File: src/assert_macros.svh
// Assertion helpers shared by the RTL.
// All checks are sampled on aclk and disabled while aresetn is low.
`ifndef ASSERT_MACROS_SVH
`define ASSERT_MACROS_SVH

`define ASSERT_CLK(lbl, prop, msg) \
    lbl: assert property (@(posedge aclk) disable iff (!aresetn) prop) else $error(msg);

`define ASSERT_NEVER(lbl, cond, msg) \
    `ASSERT_CLK(lbl, !(cond), msg)

`endif

File: src/md5_pkg.sv
// ---------------------------------------------------------------------------
// md5_pkg
// Shared payload types, command/status structs and MD5 constants.
// ---------------------------------------------------------------------------
`timescale 1ns / 1ps

package md5_pkg;

    localparam logic [1:0] FUNC_APPEND = 2'd0;
    localparam logic [1:0] FUNC_FINAL  = 2'd1;
    localparam logic [1:0] FUNC_CLEAR  = 2'd2;

    localparam logic [31:0] IV_A = 32'h67452301;
    localparam logic [31:0] IV_B = 32'hEFCDAB89;
    localparam logic [31:0] IV_C = 32'h98BADCFE;
    localparam logic [31:0] IV_D = 32'h10325476;

    localparam logic [7:0] PAD_MARK = 8'h80;
    localparam logic [5:0] LEN_POS  = 6'd56;
    localparam logic [5:0] FILL_MAX = 6'h3F;

    typedef struct packed {
        logic [1:0] func;
        logic [7:0] data_byte;
    } in_t;

    typedef struct packed {
        logic [31:0] digest_word;
        logic [1:0]  word_index;
        logic        last_word;
    } out_t;

    // controller -> datapath
    typedef struct packed {
        logic       accept;    // input request taken this cycle
        logic       start;     // load working vars
        logic       step;      // one compression step
        logic       finish;    // fold working vars into hash
        logic       use_hw;    // finalize copy instead of running chain
        logic       has_data;  // buffer bytes and pad mark present
        logic       has_len;   // bit count in bytes 56..63
        logic [5:0] step_idx;
        logic [1:0] word_sel;
    } cmd_t;

    // datapath -> controller
    typedef struct packed {
        logic fill_last;  // next append completes the block
        logic pad_two;    // padding needs an extra block
    } stat_t;

    localparam logic [31:0] K_TAB [64] = '{
        32'hD76AA478, 32'hE8C7B756, 32'h242070DB, 32'hC1BDCEEE,
        32'hF57C0FAF, 32'h4787C62A, 32'hA8304613, 32'hFD469501,
        32'h698098D8, 32'h8B44F7AF, 32'hFFFF5BB1, 32'h895CD7BE,
        32'h6B901122, 32'hFD987193, 32'hA679438E, 32'h49B40821,
        32'hF61E2562, 32'hC040B340, 32'h265E5A51, 32'hE9B6C7AA,
        32'hD62F105D, 32'h02441453, 32'hD8A1E681, 32'hE7D3FBC8,
        32'h21E1CDE6, 32'hC33707D6, 32'hF4D50D87, 32'h455A14ED,
        32'hA9E3E905, 32'hFCEFA3F8, 32'h676F02D9, 32'h8D2A4C8A,
        32'hFFFA3942, 32'h8771F681, 32'h6D9D6122, 32'hFDE5380C,
        32'hA4BEEA44, 32'h4BDECFA9, 32'hF6BB4B60, 32'hBEBFBC70,
        32'h289B7EC6, 32'hEAA127FA, 32'hD4EF3085, 32'h04881D05,
        32'hD9D4D039, 32'hE6DB99E5, 32'h1FA27CF8, 32'hC4AC5665,
        32'hF4292244, 32'h432AFF97, 32'hAB9423A7, 32'hFC93A039,
        32'h655B59C3, 32'h8F0CCC92, 32'hFFEFF47D, 32'h85845DD1,
        32'h6FA87E4F, 32'hFE2CE6E0, 32'hA3014314, 32'h4E0811A1,
        32'hF7537E82, 32'hBD3AF235, 32'h2AD7D2BB, 32'hEB86D391
    };

    localparam logic [4:0] ROT_TAB [16] = '{
        5'd7, 5'd12, 5'd17, 5'd22, 5'd5, 5'd9, 5'd14, 5'd20,
        5'd4, 5'd11, 5'd16, 5'd23, 5'd6, 5'd10, 5'd15, 5'd21
    };

endpackage

File: src/md5_stream_hasher.sv
// ---------------------------------------------------------------------------
// md5_stream_hasher
// Byte-serial MD5 with non-destructive finalize and clear.
// ---------------------------------------------------------------------------
// Channel  Dir  Handshake          Payload
// s_       in   s_valid/s_ready    md5_pkg::in_t  {func, data_byte}
// m_       out  m_valid/m_ready    md5_pkg::out_t {digest_word, word_index, last_word}
//
// The byte that fills the block also starts a compression
// (load, 64 rounds of the single step unit, fold).
// Finalize runs one such block, or two when 56 or more bytes are buffered, then 4 words.
// s_ready is low while a block runs and while digest words are presented.
// Reset (aresetn low, synchronous) restores the initial chaining words.
// ---------------------------------------------------------------------------
`timescale 1ns / 1ps

module md5_stream_hasher (
    input  logic           aclk,
    input  logic           aresetn,
    input  logic           s_valid,
    output logic           s_ready,
    input  md5_pkg::in_t   s_payload,
    output logic           m_valid,
    input  logic           m_ready,
    output md5_pkg::out_t  m_payload
);

    md5_pkg::cmd_t  cmd;
    md5_pkg::stat_t stat;
    logic [31:0]    digest;

    md5_ctrl u_ctrl (
        .aclk    (aclk),
        .aresetn (aresetn),
        .s_valid (s_valid),
        .s_ready (s_ready),
        .s_func  (s_payload.func),
        .m_valid (m_valid),
        .m_ready (m_ready),
        .stat    (stat),
        .cmd     (cmd)
    );

    md5_dp u_dp (
        .aclk    (aclk),
        .aresetn (aresetn),
        .s_data  (s_payload),
        .cmd     (cmd),
        .stat    (stat),
        .digest  (digest)
    );

    assign m_payload.digest_word = digest;
    assign m_payload.word_index  = cmd.word_sel;
    assign m_payload.last_word   = (cmd.word_sel == 2'd3);

endmodule

File: src/md5_ctrl.sv
// ---------------------------------------------------------------------------
// md5_ctrl
// Sequencer: request decode, block step counter and digest readout.
// ---------------------------------------------------------------------------
`timescale 1ns / 1ps
`include "assert_macros.svh"

module md5_ctrl (
    input  logic              aclk,
    input  logic              aresetn,
    input  logic              s_valid,
    output logic              s_ready,
    input  logic [1:0]        s_func,
    output logic              m_valid,
    input  logic              m_ready,
    input  md5_pkg::stat_t    stat,
    output md5_pkg::cmd_t     cmd
);

    typedef enum logic [2:0] {
        ST_IDLE,
        ST_LOAD,
        ST_RUN,
        ST_DONE,
        ST_OUT
    } state_t;

    state_t     state_reg;
    logic       fin_reg;   // block belongs to a finalize
    logic       two_reg;   // finalize spans two blocks
    logic       sec_reg;   // working on the second of two
    logic [5:0] cnt_reg;
    logic [1:0] widx_reg;
    logic       accept;

    assign s_ready = (state_reg == ST_IDLE);
    assign m_valid = (state_reg == ST_OUT);
    assign accept  = s_valid && s_ready;

    always_comb begin
        cmd          = '0;
        cmd.accept   = accept;
        cmd.start    = (state_reg == ST_LOAD);
        cmd.step     = (state_reg == ST_RUN);
        cmd.finish   = (state_reg == ST_DONE);
        cmd.use_hw   = fin_reg;
        cmd.has_data = !sec_reg;
        cmd.has_len  = !(two_reg && !sec_reg);
        cmd.step_idx = cnt_reg;
        cmd.word_sel = widx_reg;
    end

    always_ff @(posedge aclk) begin
        if (!aresetn) begin
            state_reg <= ST_IDLE;
            fin_reg   <= 1'b0;
            two_reg   <= 1'b0;
            sec_reg   <= 1'b0;
            cnt_reg   <= '0;
            widx_reg  <= '0;
        end else begin
            unique case (state_reg)
                ST_IDLE: begin
                    if (accept) begin
                        if (s_func == md5_pkg::FUNC_APPEND && stat.fill_last) begin
                            fin_reg   <= 1'b0;
                            two_reg   <= 1'b0;
                            sec_reg   <= 1'b0;
                            state_reg <= ST_LOAD;
                        end else if (s_func == md5_pkg::FUNC_FINAL) begin
                            fin_reg   <= 1'b1;
                            two_reg   <= stat.pad_two;
                            sec_reg   <= 1'b0;
                            state_reg <= ST_LOAD;
                        end
                    end
                end
                ST_LOAD: begin
                    cnt_reg   <= '0;
                    state_reg <= ST_RUN;
                end
                ST_RUN: begin
                    cnt_reg <= cnt_reg + 6'd1;
                    if (cnt_reg == md5_pkg::FILL_MAX) begin
                        state_reg <= ST_DONE;
                    end
                end
                ST_DONE: begin
                    if (!fin_reg) begin
                        state_reg <= ST_IDLE;
                    end else if (two_reg && !sec_reg) begin
                        sec_reg   <= 1'b1;
                        state_reg <= ST_LOAD;
                    end else begin
                        widx_reg  <= '0;
                        state_reg <= ST_OUT;
                    end
                end
                ST_OUT: begin
                    if (m_ready) begin
                        widx_reg <= widx_reg + 2'd1;
                        if (widx_reg == 2'd3) begin
                            state_reg <= ST_IDLE;
                        end
                    end
                end
                default: state_reg <= ST_IDLE;
            endcase
        end
    end

    `ASSERT_NEVER(a_out_blocks_in, m_valid && s_ready, "input taken during readout")
    `ASSERT_CLK(a_run_ends, (state_reg == ST_RUN && cnt_reg == md5_pkg::FILL_MAX) |=> (state_reg == ST_DONE), "block did not end after 64 steps")
    `ASSERT_CLK(a_last_word_idle, (m_valid && m_ready && widx_reg == 2'd3) |=> s_ready, "no return to idle after last word")
    `ASSERT_CLK(a_second_only_two, sec_reg |-> two_reg, "second block without two-block padding")

endmodule

File: src/md5_dp.sv
// ---------------------------------------------------------------------------
// md5_dp
// Datapath: block buffer, counters, chaining words and one MD5 step per cycle.
// ---------------------------------------------------------------------------
`timescale 1ns / 1ps

module md5_dp (
    input  logic            aclk,
    input  logic            aresetn,
    input  md5_pkg::in_t    s_data,
    input  md5_pkg::cmd_t   cmd,
    output md5_pkg::stat_t  stat,
    output logic [31:0]     digest
);

    logic [31:0] buf_reg [16];
    logic [31:0] chain_reg [4];
    logic [31:0] hw_reg [4];
    logic [63:0] bits_reg;
    logic [5:0]  fill_reg;
    logic [31:0] a_reg, b_reg, c_reg, d_reg;

    logic [1:0]  rnd;
    logic [3:0]  i4;
    logic [3:0]  g;
    logic [31:0] f;
    logic [31:0] w;
    logic [31:0] t;
    logic [63:0] rot;
    logic [5:0]  j [4];
    logic [31:0] raw;

    assign stat.fill_last = (fill_reg == md5_pkg::FILL_MAX);
    assign stat.pad_two   = (fill_reg >= md5_pkg::LEN_POS);
    assign digest         = hw_reg[cmd.word_sel];

    assign rnd = cmd.step_idx[5:4];
    assign i4  = cmd.step_idx[3:0];
    assign raw = buf_reg[g];

    always_comb begin
        unique case (rnd)
            2'd0: begin
                f = d_reg ^ (b_reg & (c_reg ^ d_reg));
                g = i4;
            end
            2'd1: begin
                f = c_reg ^ (d_reg & (b_reg ^ c_reg));
                g = (i4 << 2) + i4 + 4'd1;
            end
            2'd2: begin
                f = b_reg ^ c_reg ^ d_reg;
                g = (i4 << 1) + i4 + 4'd5;
            end
            default: begin
                f = c_reg ^ (b_reg | ~d_reg);
                g = (i4 << 3) - i4;
            end
        endcase
    end

    // message word with padding applied per byte
    always_comb begin
        for (int k = 0; k < 4; k++) begin
            j[k] = {g, 2'(k)};
            if (!cmd.use_hw || (cmd.has_data && j[k] < fill_reg)) begin
                w[8*k +: 8] = raw[8*k +: 8];
            end else if (cmd.has_data && j[k] == fill_reg) begin
                w[8*k +: 8] = md5_pkg::PAD_MARK;
            end else if (cmd.has_len && j[k] >= md5_pkg::LEN_POS) begin
                w[8*k +: 8] = bits_reg[8*j[k][2:0] +: 8];
            end else begin
                w[8*k +: 8] = 8'h00;
            end
        end
    end

    assign t   = a_reg + f + w + md5_pkg::K_TAB[cmd.step_idx];
    assign rot = {t, t} << md5_pkg::ROT_TAB[{rnd, i4[1:0]}];

    always_ff @(posedge aclk) begin
        if (!aresetn) begin
            chain_reg[0] <= md5_pkg::IV_A;
            chain_reg[1] <= md5_pkg::IV_B;
            chain_reg[2] <= md5_pkg::IV_C;
            chain_reg[3] <= md5_pkg::IV_D;
            bits_reg     <= '0;
            fill_reg     <= '0;
        end else begin
            if (cmd.accept) begin
                unique case (s_data.func)
                    md5_pkg::FUNC_APPEND: begin
                        bits_reg <= bits_reg + 64'd8;
                        fill_reg <= fill_reg + 6'd1;
                    end
                    md5_pkg::FUNC_CLEAR: begin
                        chain_reg[0] <= md5_pkg::IV_A;
                        chain_reg[1] <= md5_pkg::IV_B;
                        chain_reg[2] <= md5_pkg::IV_C;
                        chain_reg[3] <= md5_pkg::IV_D;
                        bits_reg     <= '0;
                        fill_reg     <= '0;
                    end
                    default: ;
                endcase
            end
            if (cmd.finish && !cmd.use_hw) begin
                chain_reg[0] <= chain_reg[0] + a_reg;
                chain_reg[1] <= chain_reg[1] + b_reg;
                chain_reg[2] <= chain_reg[2] + c_reg;
                chain_reg[3] <= chain_reg[3] + d_reg;
            end
        end
    end

    always_ff @(posedge aclk) begin
        if (cmd.accept && s_data.func == md5_pkg::FUNC_APPEND) begin
            buf_reg[fill_reg[5:2]][8*fill_reg[1:0] +: 8] <= s_data.data_byte;
        end
        if (cmd.accept && s_data.func == md5_pkg::FUNC_FINAL) begin
            hw_reg <= chain_reg;
        end else if (cmd.finish && cmd.use_hw) begin
            hw_reg[0] <= hw_reg[0] + a_reg;
            hw_reg[1] <= hw_reg[1] + b_reg;
            hw_reg[2] <= hw_reg[2] + c_reg;
            hw_reg[3] <= hw_reg[3] + d_reg;
        end
        if (cmd.start) begin
            a_reg <= cmd.use_hw ? hw_reg[0] : chain_reg[0];
            b_reg <= cmd.use_hw ? hw_reg[1] : chain_reg[1];
            c_reg <= cmd.use_hw ? hw_reg[2] : chain_reg[2];
            d_reg <= cmd.use_hw ? hw_reg[3] : chain_reg[3];
        end else if (cmd.step) begin
            a_reg <= d_reg;
            d_reg <= c_reg;
            c_reg <= b_reg;
            b_reg <= b_reg + rot[63:32];
        end
    end

endmodule
File: config.mk
export PLATFORM = sky130hd
export DESIGN_NAME = md5_stream_hasher
export DESIGN_NICKNAME = d
export VERILOG_FILES = /design/src/md5_pkg.sv /design/src/md5_stream_hasher.sv /design/src/md5_ctrl.sv /design/src/md5_dp.sv
export VERILOG_INCLUDE_DIRS = /design/src /design/src/src
export SDC_FILE = /design/constraint.sdc
export NUM_CORES = 2
export LEC_CHECK = 0
export BUFFER_PORTS_ARGS = -buffer_cell sky130_fd_sc_hd__buf_4
export CAP_MARGIN = 15
export CORE_MARGIN = 5
export CORE_UTILIZATION = 50
export CTS_CLUSTER_SIZE = 24
export DETAILED_ROUTE_END_ITERATION = 8
export MAX_ROUTING_LAYER = met4
export PLACE_DENSITY = 0.65
export SLEW_MARGIN = 15
export SYNTH_ARGS = -nofsm -noshare
export SYNTH_HDL_FRONTEND = slang
export SYNTH_SLANG_ARGS = --single-unit
File: constraint.sdc
create_clock -name aclk -period 17 [get_ports aclk]
set_input_delay 0.85 -clock aclk [delete_from_list [all_inputs] [get_ports aclk]]
set_output_delay 0.85 -clock aclk [all_outputs]
set_load 0.03 [all_outputs]
# After elaboration in Yosys (flattened, before gate mapping)
# Memories as Yosys holds them, arrays and structs flattened.
# Cells that the tools add are included.
# totals
regBits	468
ramBits	512
rom_bits	2128
input_bits	14
out_inout_bits	37
elab_cells	209
n_memories	3
# mem_list
name	depth	word_bits	read_ports	rd_ports_with_merged_regs	wr	line_no	text
(no name shown)	64	32	1	0	0	md5_dp.sv:78	assign t = a_reg + f + w + md5_pkg::K_TAB[cmd.step_idx];
u_dp.buf_reg	16	32	1	0	1	md5_dp.sv:16	logic [31:0] buf_reg [16];
(no name shown)	16	5	1	0	0	md5_dp.sv:79	assign rot = {t, t} << md5_pkg::ROT_TAB[{rnd, i4[1:0]}];
# classes
n_addsub	22
magnitude_cmp	12
n_eq_ne	23
n_shift	7
mux	66
n_bitwise	13
n_reduce_logical	43
# ops
cell	count
128-bit 2-to-1 mux	5
32-bit 2-to-1 mux	17
32-bit adder	12
64-bit by 7-bit variable part select with 8-bit output	4
32-bit bitwise XOR	6
64-bit case mux with 2 select lines	1
8-bit 2-to-1 mux	12
32-bit case mux with 3 select lines	1
64-bit by 4-bit adder with 64-bit output (second input constant)	1
32-bit AND	2
32-bit binary-select mux with 2-bit select	1
64-bit by 5-bit left shift with 64-bit output	1
5-bit negator with 34-bit output	1
8-bit by 34-bit variable shift with 32-bit output (first input constant)	1
8-bit by 34-bit variable part select with 32-bit output	1
32-bit inverter	1
32-bit OR	1
6-bit >= comparator (second input constant)	5
6-bit == test	4
6-bit < comparator	4
3-bit 2-to-1 mux	8
6-bit case mux with 2 select lines	2
1-bit logical AND	19
2-bit nonzero test	8
36 further kinds	68

# Depth between registers and ports, before layout
# logic_depth
ltp_word	14
ltp_mapped	57
ltp_nobuf	53

# Modules after synthesis
# From an unflattened synthesis, not the netlist that was laid out.
# hier_totals
hier_cells	6515
area_unflattened_um2	65006.1
# by_module_without_submodules
mod	n_inst	cells_each	area_each_um2	seq_area_each_um2
md5_dp	1	6420	64226.6	26965.9
md5_ctrl	1	94	773.2	280.3
md5_stream_hasher	1	1	6.3	0.0

# Worst setup path before layout
# OpenSTA, ideal clock, no wires.
# synth_timing
path_kind	reg2reg
startpoint	reg u_ctrl.cnt_reg[2]
endpoint	reg u_dp.b_reg[31], data pin
setup_ps	266
arrival_time_ps	11936
required_time_ps	16734
slack_ps	4798
stages_incl_launch_ff	56
path_buffers	5
synth_period_minus_slack_ps	12202
path_cell_list	dfxtp_1 clkbuf_1 inv_1 clkbuf_1 clkbuf_1 ha_1 fa_1 xor2_1 and2_1 o21ai_0 nand3_1 inv_2 buf_2 buf_1 ha_1 nand4_1 nor2_1 o21ai_1 (+20 left out) mux4_2 mux2i_1 mux2_2 a21oi_1 ha_1 a211oi_1 o211ai_1 or4b_2 nand3_1 nand4b_1 o31ai_1 o21a_1 a41oi_1 a21oi_1 o21a_1 nor2_1 xnor3_1 o21ai_1
# synth_via
elab_chain_len	14
word_cells_on_any_way	57
classes_between	8 x add/sub; 8 x order compare; 4 x eq/ne; 1 x shift; 17 x mux; 1 x bitwise; 16 x reduce/logical; 2 x memory
# synth_lines
element	line_no	text
start, declared	md5_ctrl.sv:32	logic [5:0] cnt_reg;
start signal, assigned	md5_ctrl.sv:83	cnt_reg <= cnt_reg + 6'd1;
4-bit adder (on tied branches)	md5_dp.sv:53, md5_dp.sv:49	
4-bit by 3-bit adder with 4-bit output / 4-bit by 1-bit adder with 4-bit output (equally long branches)	md5_dp.sv:53, md5_dp.sv:49	
4-bit case mux with 3 select lines	md5_dp.sv:42	unique case (rnd)
6-bit >= comparator	md5_dp.sv:70	end else if (cmd.has_len && j[k] >= md5_pkg::LEN_POS) begin
1-bit logical AND	md5_dp.sv:70	
8-bit 2-to-1 mux	md5_dp.sv:70	
8-bit 2-to-1 mux	md5_dp.sv:68	end else if (cmd.has_data && j[k] == fill_reg) begin
8-bit 2-to-1 mux	md5_dp.sv:66	if (!cmd.use_hw || (cmd.has_data && j[k] < fill_reg)) begin
32-bit adder	md5_dp.sv:78	
32-bit adder (*)	md5_dp.sv:78	
64-bit by 5-bit left shift with 64-bit output (*)	md5_dp.sv:79	
32-bit adder (*)	md5_dp.sv:137	b_reg <= b_reg + rot[63:32];
32-bit 2-to-1 mux (*)	md5_dp.sv:133	end else if (cmd.step) begin
32-bit 2-to-1 mux (*)	md5_dp.sv:128	if (cmd.start) begin
end signal, assigned	md5_dp.sv:130	b_reg <= cmd.use_hw ? hw_reg[1] : chain_reg[1];
end signal, assigned	md5_dp.sv:137	
end, declared	md5_dp.sv:21	logic [31:0] a_reg, b_reg, c_reg, d_reg;
# Every way passes the cells marked *; elsewhere a longest branch is shown, timed or not. The select of a mux whose other input is x is not followed.
# A chain may end at the register's enable or synchronous reset.

# Worst setup path after layout
# layout_timing
startpoint	reg u_ctrl.cnt_reg[1]
endpoint	reg u_dp.b_reg[30], data pin
# layout_via
elab_chain_len	14
word_cells_on_any_way	61
classes_between	8 x add/sub; 8 x order compare; 4 x eq/ne; 1 x shift; 19 x mux; 2 x bitwise; 16 x reduce/logical; 3 x memory
# layout_lines
element	line_no
4-bit adder (on tied branches)	md5_dp.sv:53, md5_dp.sv:49
4-bit by 3-bit adder with 4-bit output / 4-bit by 1-bit adder with 4-bit output (equally long branches)	md5_dp.sv:53, md5_dp.sv:49
4-bit case mux with 3 select lines	md5_dp.sv:42
6-bit >= comparator	md5_dp.sv:70
1-bit logical AND	md5_dp.sv:70
8-bit 2-to-1 mux	md5_dp.sv:70
8-bit 2-to-1 mux	md5_dp.sv:68
8-bit 2-to-1 mux	md5_dp.sv:66
32-bit adder (2 in a row)	md5_dp.sv:78
64-bit by 5-bit left shift with 64-bit output (*)	md5_dp.sv:79
32-bit adder (*)	md5_dp.sv:137
32-bit 2-to-1 mux (*)	md5_dp.sv:133
32-bit 2-to-1 mux (*)	md5_dp.sv:128
# Marks and branches as above.

==> metrics.txt <==
Cells after Synth=6279; maximum VDD drop=approximately 0.17 mV; Power Density=171 mW/mm2; CP Max Fanout=23; Avg Inst Size Synth=10.2 um2; DR WL/cell=25.2 um; vias=50400; RSZ-0062 raised after global routing=no; CP endpoint kind=flop; setup slack, reg-to-reg=roughly 3.4 ns; largest net degree at the start of global routing=96; Final nets=around 6600; minimum clock period=13.58 ns; register bit total from synthesis=~1000; syn nets=about 6700; Crit Path Category=reg -> reg; routed wire length=about 200000 um; worst-case clock buffer depth=3; Final Cycle Share=0.799; grt total ovfl=0; hold crit path type=in -> reg; Pleak=0.0254 uW; core area=0.128 mm2; status=finished, final reports clean; quantity of hold-fixing buffers added after cts=0; crit path from=u_ctrl.cnt_reg[1]$_SDFFE_PN0P_; synth warn=0; DRT Pass-1 Iters=6; synth unique cells=101; Comb pwr share=0.537; number of buffers added on ports=50; max_cap viols=0; RR Startpoint=u_ctrl.cnt_reg[1]$_SDFFE_PN0P_; Crit Reg-Reg Endpoint=u_dp.b_reg[30]$_DFFE_PP_; Final Max Slew Viols=0; root cell of the clock tree=clkbuf_16; area delta synth->final=8.61%; CTS H-tree lvls=3; vias in the first global route=47500; Synth Flop Type=edfxtp_1; cell row count=131; CTS tree=done; DRT antenna net count=0; final instance area=0.0696 mm2; vias per cell=around 6.3; async set or reset register ratio after synthesis=0; Fillers=11200; die height=368 um; placed cell area=approximately 0.066 mm2; I/O pins=51; most common cell after layout, fill and taps aside=edfxtp_1; slew margin rel.=0.184; CTS resizes=0; CP max stage cell=o21ai_1; Final Util=0.546; register area=between 0.02 and 0.03 mm2; die area=0.135 mm2; Post-Route Skew=around 0.057 ns; DRT iter0 DRCs=5561; worst skew pair latency=0.77 ns; DRC=0; initial antenna violation count=6; Mapped Area=approximately 0.064 mm2; FMAX=0.0736 GHz; clock slew at reported path FFs=0.07 ns; Req. time, crit path=around 17 ns; die width=368 um; P_int=6850 uW; Post-synth EDFFs=768; setup TNS=0 ns; Final HPWL DP=142000 um; first-pass GRT wire length=302000 um; footprint of the multi-input gates=~0.035 mm2; fraction of layout cells with a size suffix above 1=0.0908; worst slew pin tran=roughly 1.2 ns; fin cells=7950; crit path to=u_dp.b_reg[30]$_DFFE_PP_; switching power=5060 uW; Starting Density=0.503; Placer Congestion=0.964; Net Sw Frac=0.425; CP startpoint kind=flop; critical hold path startpoint=m_ready; crit-path max cell delay=0.63 ns; Flop pwr share=0.263; global-route usage over all layers=0.297; Final Setup Violations=0; Placed Cells=7748; final hold violations=0; max reg flops=512; commonest non-fill, non-tap cells in the layout=edfxtp_1 (768), nand2_1 (629), nor2_1 (498); R2R depth=52; WP data arrival=between 10 and 15 ns; setup bufs post-CTS=0; TritonCTS Buffers=107; tightest hold margin=0.412 ns; clock sinks=977; post-synthesis sequential area ratio=0.425; Clock power frac=0.200
[synth_stat cells, types with 33 or more instances]
cell type / instances / area (um2)
o211ai_1: 44 / 330
nor2b_1: 98 / 613
mux2i_1: 262 / 2620
inv_1: 290 / 1090
buf_1: 47 / 176
mux4_2: 162 / 3650
nor2_1: 499 / 1870
nand3_1: 137 / 686
o21ai_0: 431 / 2160
nor3_1: 86 / 430
a21o_1: 100 / 751
nand2b_1: 64 / 400
fa_1: 74 / 1480
edfxtp_1: 768 / 23100
ha_1: 353 / 4420
o31ai_1: 33 / 248
o22ai_1: 72 / 450
o21a_1: 57 / 428
xnor2_1: 183 / 1600
a31oi_1: 80 / 500
o21bai_1: 35 / 263
a22oi_1: 51 / 383
dfxtp_1: 209 / 4180
xor2_1: 181 / 1590
a211oi_1: 63 / 473
a21oi_1: 447 / 2240
and3_1: 42 / 263
clkbuf_1: 249 / 935
and2_1: 56 / 350
o22a_1: 34 / 298
nand2_1: 632 / 2370
[worst min path at each step]
stage | end | cells past startpoint
after floorplan | u_dp.chain_reg[31]$_SDFFE_PN0P_ | 1
after global placement | u_dp.chain_reg[31]$_SDFFE_PN0P_ | 1
after detailed placement | u_dp.chain_reg[63]$_SDFFE_PN1P_ | 1
after CTS | u_ctrl.widx_reg[1]$_SDFFE_PN0P_ | 3
after global routing | u_ctrl.widx_reg[1]$_SDFFE_PN0P_ | 3
final | u_ctrl.widx_reg[1]$_SDFFE_PN0P_ | 3
[through the flow]
stage	setup WS, ns	power, uW
after floorplan	4.80	7860
after global placement	3.87	9340
after detailed placement	3.79	9420
after CTS	3.69	11800
after global routing	2.29	12800
final	3.42	11900
[cell families (layout without fill, tap and decap cells)]
logic type,Yosys count,after routing,synth area share
DFF,977,977,0.425
and+or+nand+nor,1744,1744,0.124
buffers and inverters,605,613,0.0360
muxes,449,449,0.102
xor gates and xnor gates,367,367,0.0506
adders and majority gates,457,457,0.0967
other,0,1,0
AOI/OAI and AO/OA,1680,1680,0.166
[worst max-delay path, delay by kind of cell, from the launching register on]
| kind | cells | cell delay (ns) |
|---|---|---|
| AND/OR/NAND/NOR | 12 | 2.03 |
| adder cells (fa/ha/maj) | 8 | 3.25 |
| flip-flops | 1 | 0.32 |
| XOR/XNOR | 3 | 0.77 |
| multiplexers | 1 | 0.35 |
| buffers and inverters | 7 | 1.49 |
| AO/OA/AOI/OAI | 21 | 5.05 |
[routing by layer]
metal,up-vias,share of wire,track usage
met2,2113,0.45,0.446
met5,-,0,-
met3,313,0.082,0.0429
met4,0,0.030,0.0859
li1,23200,-,-
met1,24800,0.44,0.422
[layout make-up]
class / instances / share of cell area
Multi-Input combinational cell: 4697 / 0.498
Timing Repair Buffer: 120 / 0.0132
Clock buffer: 135 / 0.0416
Inverter: 293 / 0.0159
Antenna cell: 1 / 0.0000359
Clock inverter: 65 / 0.00971
Sequential cell: 977 / 0.392
Tap cell: 1662 / 0.0299
[power by group through the flow]
stage	registers, uW	logic (uW)	clock network, uW
floorplan	3060	4800	0
global placement	3170	6170	0
detailed placement	3170	6250	0
CTS	3120	6300	2410
global route	3140	7100	2520
finish	3130	6390	2380
Power figures use the tool's default switching activity.
